File: src/rtl/core/wstd_pkg.sv
// Package for the weighted server task dispatcher.
// Field widths, reset values and operation codes. No dependencies.
package wstd_pkg;

	localparam int MAX_SERVERS_DEF = 16;

	localparam int OP_W     = 1;
	localparam int IDX_W    = 4;
	localparam int WEIGHT_W = 16;
	localparam int DUR_W    = 16;
	localparam int TIME_W   = 48;
	localparam int CLK_W    = 32;
	localparam int CNT_W    = 5;

	localparam logic [CNT_W-1:0] COUNT_RESET = CNT_W'(16);

	typedef enum logic [OP_W-1:0] {
		OP_LOAD = 1'b0,
		OP_TASK = 1'b1
	} op_t;

endpackage

File: src/rtl/core/wstd_select.sv
// Server selection tree: least key among active servers, lowest index on ties.
// Key is {busy, finish if busy, weight}. Depends on wstd_pkg.
module wstd_select #(
	parameter int MAX_SERVERS = wstd_pkg::MAX_SERVERS_DEF,
	parameter int IW = (MAX_SERVERS > 1) ? $clog2(MAX_SERVERS) : 1
) (
	input  logic [wstd_pkg::WEIGHT_W-1:0] weights  [MAX_SERVERS],
	input  logic [wstd_pkg::TIME_W-1:0]   finishes [MAX_SERVERS],
	input  logic [MAX_SERVERS-1:0]        active,
	input  logic [wstd_pkg::TIME_W-1:0]   now,
	output logic [IW-1:0]                 sel_idx
);

	localparam int P     = 1 << IW;
	localparam int NODES = 2 * P - 1;
	localparam int KEY_W = 1 + wstd_pkg::TIME_W + wstd_pkg::WEIGHT_W;

	logic             leaf_v [P];
	logic [KEY_W-1:0] leaf_k [P];

	for (genvar g = 0; g < P; g++) begin : g_leaf
		if (g < MAX_SERVERS) begin : g_real
			logic busy;
			assign busy      = finishes[g] > now;
			assign leaf_v[g] = active[g];
			assign leaf_k[g] = {busy, (busy ? finishes[g] : '0), weights[g]};
		end else begin : g_pad
			assign leaf_v[g] = 1'b0;
			assign leaf_k[g] = '0;
		end
	end

	logic             node_v [NODES];
	logic [KEY_W-1:0] node_k [NODES];
	logic [IW-1:0]    node_i [NODES];

	always_comb begin
		for (int i = 0; i < P; i++) begin
			node_v[P-1+i] = leaf_v[i];
			node_k[P-1+i] = leaf_k[i];
			node_i[P-1+i] = IW'(i);
		end
		for (int k = P - 2; k >= 0; k--) begin
			if (node_v[2*k+2] && (!node_v[2*k+1] || node_k[2*k+2] < node_k[2*k+1])) begin
				node_v[k] = node_v[2*k+2];
				node_k[k] = node_k[2*k+2];
				node_i[k] = node_i[2*k+2];
			end else begin
				node_v[k] = node_v[2*k+1];
				node_k[k] = node_k[2*k+1];
				node_i[k] = node_i[2*k+1];
			end
		end
	end

	assign sel_idx = node_i[0];

endmodule

File: config.mk
export PLATFORM = sky130hd
export DESIGN_NAME = wstd_select
export DESIGN_NICKNAME = d
export VERILOG_FILES = /design/src/rtl/core/wstd_pkg.sv /design/src/rtl/core/wstd_select.sv
export SDC_FILE = /design/constraint.sdc
export NUM_CORES = 2
export LEC_CHECK = 0
export ABC_AREA = 1
export BUFFER_PORTS_ARGS = -buffer_cell sky130_fd_sc_hd__buf_2
export CORE_AREA = 2 2 428 430
export DETAILED_ROUTE_END_ITERATION = 10
export DIE_AREA = 0 0 430 432
export GPL_TIMING_DRIVEN = 0
export PLACE_DENSITY_LB_ADDON = 0.15
export REMOVE_ABC_BUFFERS = 1
export SLEW_MARGIN = 15
export SYNTH_ARGS = -nofsm -noshare
export SYNTH_HDL_FRONTEND = slang
export SYNTH_SLANG_ARGS = --single-unit
File: constraint.sdc
create_clock -name vclk -period 9.7
set_clock_uncertainty 0.05 [all_clocks]
set_input_delay 0.485 -clock vclk [all_inputs]
set_output_delay 0.485 -clock vclk [all_outputs]
set_load 0.02 [all_outputs]
== Yosys cells after proc, flatten, opt, wreduce, memory -nomap -nowiden ==
Index checks and enable logic that the tools add are counted.
Operators by class
  magnitude comparators: 31
  multiplexer cells: 59
  reduce and logical (&&, ||, !) cells: 45
Operator list (number)
  $lt A65 B65 Y1: 15
  $mux W65: 14
  $gt A48 B48 Y1: 16
  $mux W48: 16
  $mux W4: 7
  $mux W1: 22
  $logic_and A1 B1 Y1: 15
  $logic_not A1 Y1: 15
  $logic_or A1 B1 Y1: 15
Storage, ports and cells
  register bits: 0
  input bits: 1088
  output and inout bits: 4
  word-level logic and storage cells: 135

== Logic depth before layout (Yosys ltp) ==
  depth in word-level cells: 18
  mapped depth: 85
  gate-level depth less buffers: 77

== Least setup slack after synthesis ==
Ideal clock, no wire load.
  kind: in2out
  start point: in now[33] (netlist name)
  end point: out sel_idx[1]
  data arrival time: 9.893 ns
  data required time: 9.165 ns
  slack: -0.728 ns
  stages on the path: 75
  path buffers: 7
  path through: inv_1 -> ha_1 -> a21oi_1 -> nor2_1 -> a211oi_1 -> o211ai_1 -> a221oi_1 -> nand2_1 -> o21ai_1 -> buf_2 -> buf_1 -> inv_1 -> ha_1 -> nand2_1 -> inv_1 -> nand3_1 -> nor2_1 -> nand2_1 -> [39 not listed] -> nand2_1 -> nand2_2 -> nand2_4 -> inv_2 -> clkbuf_1 -> o21ai_1 -> ha_1 -> nand4_1 -> nor4_1 -> inv_1 -> nor4_1 -> a21oi_1 -> o221a_2 -> nand2_1 -> nand2_2 -> nand2_2 -> nand2_1 -> nand2_1
On the way
  cells in the longest elaborated chain, start to end: 18
  elaborated cells on any way between the ends: 119
  classes of those cells: 31 x order compare; 51 x mux; 37 x reduce/logical
RTL lines
  start, declared: line wstd_select.sv:10  | input logic [wstd_pkg::TIME_W-1:0] now,
  $gt A48 B48 Y1: line wstd_select.sv:24  | assign busy = finishes[g] > now;
  $mux W48: line wstd_select.sv:26  | assign leaf_k[g] = {busy, (busy ? finishes[g] : '0), weights[g]};
  $lt A65 B65 Y1: line wstd_select.sv:44  | if (node_v[2*k+2] && (!node_v[2*k+1] || node_k[2*k+2] < node_k[2*k+1])) begin
  $logic_or A1 B1 Y1: line wstd_select.sv:44
  $logic_and A1 B1 Y1: line wstd_select.sv:44
  $mux W65 / $mux W1 (equally long branches): line wstd_select.sv:44
  $lt A65 B65 Y1 / $logic_not A1 Y1 (equally long branches): line wstd_select.sv:44
  $logic_or A1 B1 Y1: line wstd_select.sv:44
  [2 not listed]
  $lt A65 B65 Y1 / $logic_not A1 Y1 (equally long branches): line wstd_select.sv:44
  $logic_or A1 B1 Y1: line wstd_select.sv:44
  $logic_and A1 B1 Y1: line wstd_select.sv:44
  $mux W65 / $mux W1 (equally long branches): line wstd_select.sv:44
  $lt A65 B65 Y1 / $logic_not A1 Y1 (equally long branches): line wstd_select.sv:44
  $logic_or A1 B1 Y1: line wstd_select.sv:44
  $logic_and A1 B1 Y1: line wstd_select.sv:44
  $mux W4 *: line wstd_select.sv:44
  end, declared: line wstd_select.sv:11  | output logic [IW-1:0] sel_idx
Every way passes the cells marked *; elsewhere a longest branch is shown, timed or not.

== Worst setup path in the final report ==
  start point: in now[46] (netlist name)
  end point: out sel_idx[1]
The elaborated chain is that of the path after synthesis.

==> results_dict.tcl <==
set metrics [dict create \
    status "finished with violations" \
    violations "setup timing" \
    cts_hold_buf 0 \
    cp-end-kind "output port" \
    sequentialPowerShare_pct 0 \
    start_util_pct 29.2 \
    vias 68900 \
    die_h_um 432 \
    whs_path_depth 8 \
    whs_endpoint "sel_idx[0]" \
    synth_area_leader_cell "ha_1" \
    layout_min_cycle_time_ns 13.21 \
    maxSlewHeadroom_pct 25.8 \
    grt_pass1_vias 64500 \
    regArea_sq_um 0 \
    max_cap_viol_count 0 \
    gp_routability_congestion 0.988 \
    vias_per_cell 5.46 \
    synth.top_cell.area_share_pct 40.8 \
    tightestPinTransition_ns 1.10 \
    synth_cell_types 50 \
    powerDensity_nw_per_um2 134 \
    power_frac_comb_pct 100.0 \
    fmax_mhz 75.7 \
    grt_first_pass_wirelength_um 453000 \
    wirelength_um 334000 \
    power_frac_clock_pct 0 \
    dieArea_sq_um 186000 \
    antenna_found_initial 215 \
    synth_area_leaders "ha_1, nand2_1, o21ai_0" \
    use_met2_pct 54.5 \
    fillCellCount 19900 \
    syn_avg_cell_area_sq_um 5.99 \
    syn_inst 8846 \
    rows 157 \
    switching_share_pct 64.3 \
    cp_top_family "simple AND/OR/NAND/NOR gates" \
    num_io_pins 1092 \
    final_antenna_net_count 0 \
    yosysMostFrequentCell "nand2_1" \
    grt_use_total_pct 33.8 \
    peakVddDrop_mv 0.0910 \
    drive_gt1_share_pct 21.4 \
    drc 0 \
    setup_viol_count_final 4 \
    cp_num_buf_inv 28 \
    ys_warn_count 0 \
    placement.io_buffers 1092 \
    clockBufferCount 0 \
    wl_per_cell_um 26.5 \
    p_leak_nw 37.6 \
    syn2layout_area_growth_pct 33.2 \
    drtIter0Drc 5845 \
    cpMostUsedCell "buf_4" \
    path_max_fanout 10 \
    cp-start-kind "primary input" \
    report.final.slew_viol_count 0 \
    use_met1_pct 41.3 \
    final_nets 12900 \
    p_int_mw 3.38 \
    critical_path_class "primary input to output port" \
    nFlopsAndLatches 0 \
    grt_start_max_net_pins 67 \
    crit_slowest_cell "nand3b_1" \
    hold_violations 0 \
    p_switching_mw 6.07 \
    synth_commonest_cells "nand2_1, ha_1, o21ai_0, inv_1, nor2_1" \
    place_hpwl_um 259000 \
    grt.busiest_layer "met2" \
    first_pass_iters 5 \
    whs_ns 1.85 \
    synth_area_sq_um 53000 \
    finalCritPeriodShare_pct 136 \
    required_ns 9.17 \
    hp-class "primary input to output port" \
    crit_arrival_ns 12.68 \
    multi_input_comb_area_sq_um 52200 \
    rsz0062_at_grt "yes" \
    coreArea_sq_um 182000 \
    setup_ws_ns -3.51 \
    ys_seq_area_share_pct 0 \
    use_met3_pct 4.74 \
    die_x_um 430 \
    critPathMaxStageDelay_ns 0.51 \
    setup_tns_ns -13.95 \
    hold_start "active[6]" \
    grt-ovfl-total 0 \
]
==> repair_timing <==
item	in CTS	in global routing
setup endpoints to repair	4	4
gates resized for setup	851	276
gates cloned	97	16
buffers inserted	240	67
pin swaps	149	120
==> logic make-up after synthesis <==
| group | after synthesis | share of synthesized area (%) |
|---|---|---|
| buffers and inverters | 1222 | 8.95 |
| AO/OA/AOI/OAI | 2075 | 21.1 |
| adder cells (fa/ha/maj) | 1728 | 40.8 |
| AND/OR/NAND/NOR | 3821 | 29.2 |
==> worst max path at each step <==
stage,from,end,cells after the start
after floorplan,now[3],sel_idx[1],68
after global placement,now[46],sel_idx[1],66
after detailed placement,now[46],sel_idx[1],72
after CTS,now[46],sel_idx[1],77
after global routing,now[47],sel_idx[2],77
final,now[46],sel_idx[1],78
==> cell usage in the layout, fill, tap and decap left out, types with 21 or more instances in the layout <==
cell type,count
o21ai_0,746
buf_2,1086
a211oi_1,63
nand2_2,69
ha_4,21
nor4_4,27
o21ai_1,199
ha_1,1707
nor3_1,51
buf_6,26
nand2_4,47
clkinvlp_4,31
nand3_1,169
o21ai_4,28
o21a_1,32
nand4_1,163
o211ai_1,43
diode_2,117
buf_16,44
o221ai_1,24
nor2_4,27
inv_1,874
a21o_1,27
nand2_1,2437
o21ai_2,106
a21oi_1,690
nor2_1,647
buf_12,75
nand2_8,36
buf_4,215
nor2_2,71
==> per-stage QoR <==
stage	power [mW]	worst slack (ns)	std cells	cell area [sq um]	utilization, %
after global placement	6.71	-14.55	12000	60200	33.2
after floorplan	4.28	-3.83	8571	51800	-
after CTS	8.76	-3.26	12400	68300	37.6
after global routing	10.3	-3.84	12600	70500	38.8
after detailed placement	6.92	-10.19	12100	61000	33.6
final	9.45	-3.51	12600	70600	38.8
==> cell type report <==
cell class         instances  share of cell area (%)
multi-input cells       7662                    73.9
diodes                   117                   0.415
inverters                947                    5.62
repair buffers          1474                    15.3
well taps               2385                    4.23
repair inverters          30                   0.558
==> power groups by stage <==
stage	Sequential [mW]	Combinational (mW)	Clock, mW
floorplan	0	4.28	0
global placement	0	6.71	0
detailed placement	0	6.92	0
CTS	0	8.76	0
global route	0	10.3	0.00000127
finish	0	9.45	0.00000172
==> metal layers <==
metal  vias to the layer above  part of all wire (%)
met4                        76                   8.0
met3                       779                   6.9
li1                      33100                     -
met2                      2848                    44
met5                         -                  0.15
met1                     32100                    41
(Power assumes the default switching activity.)
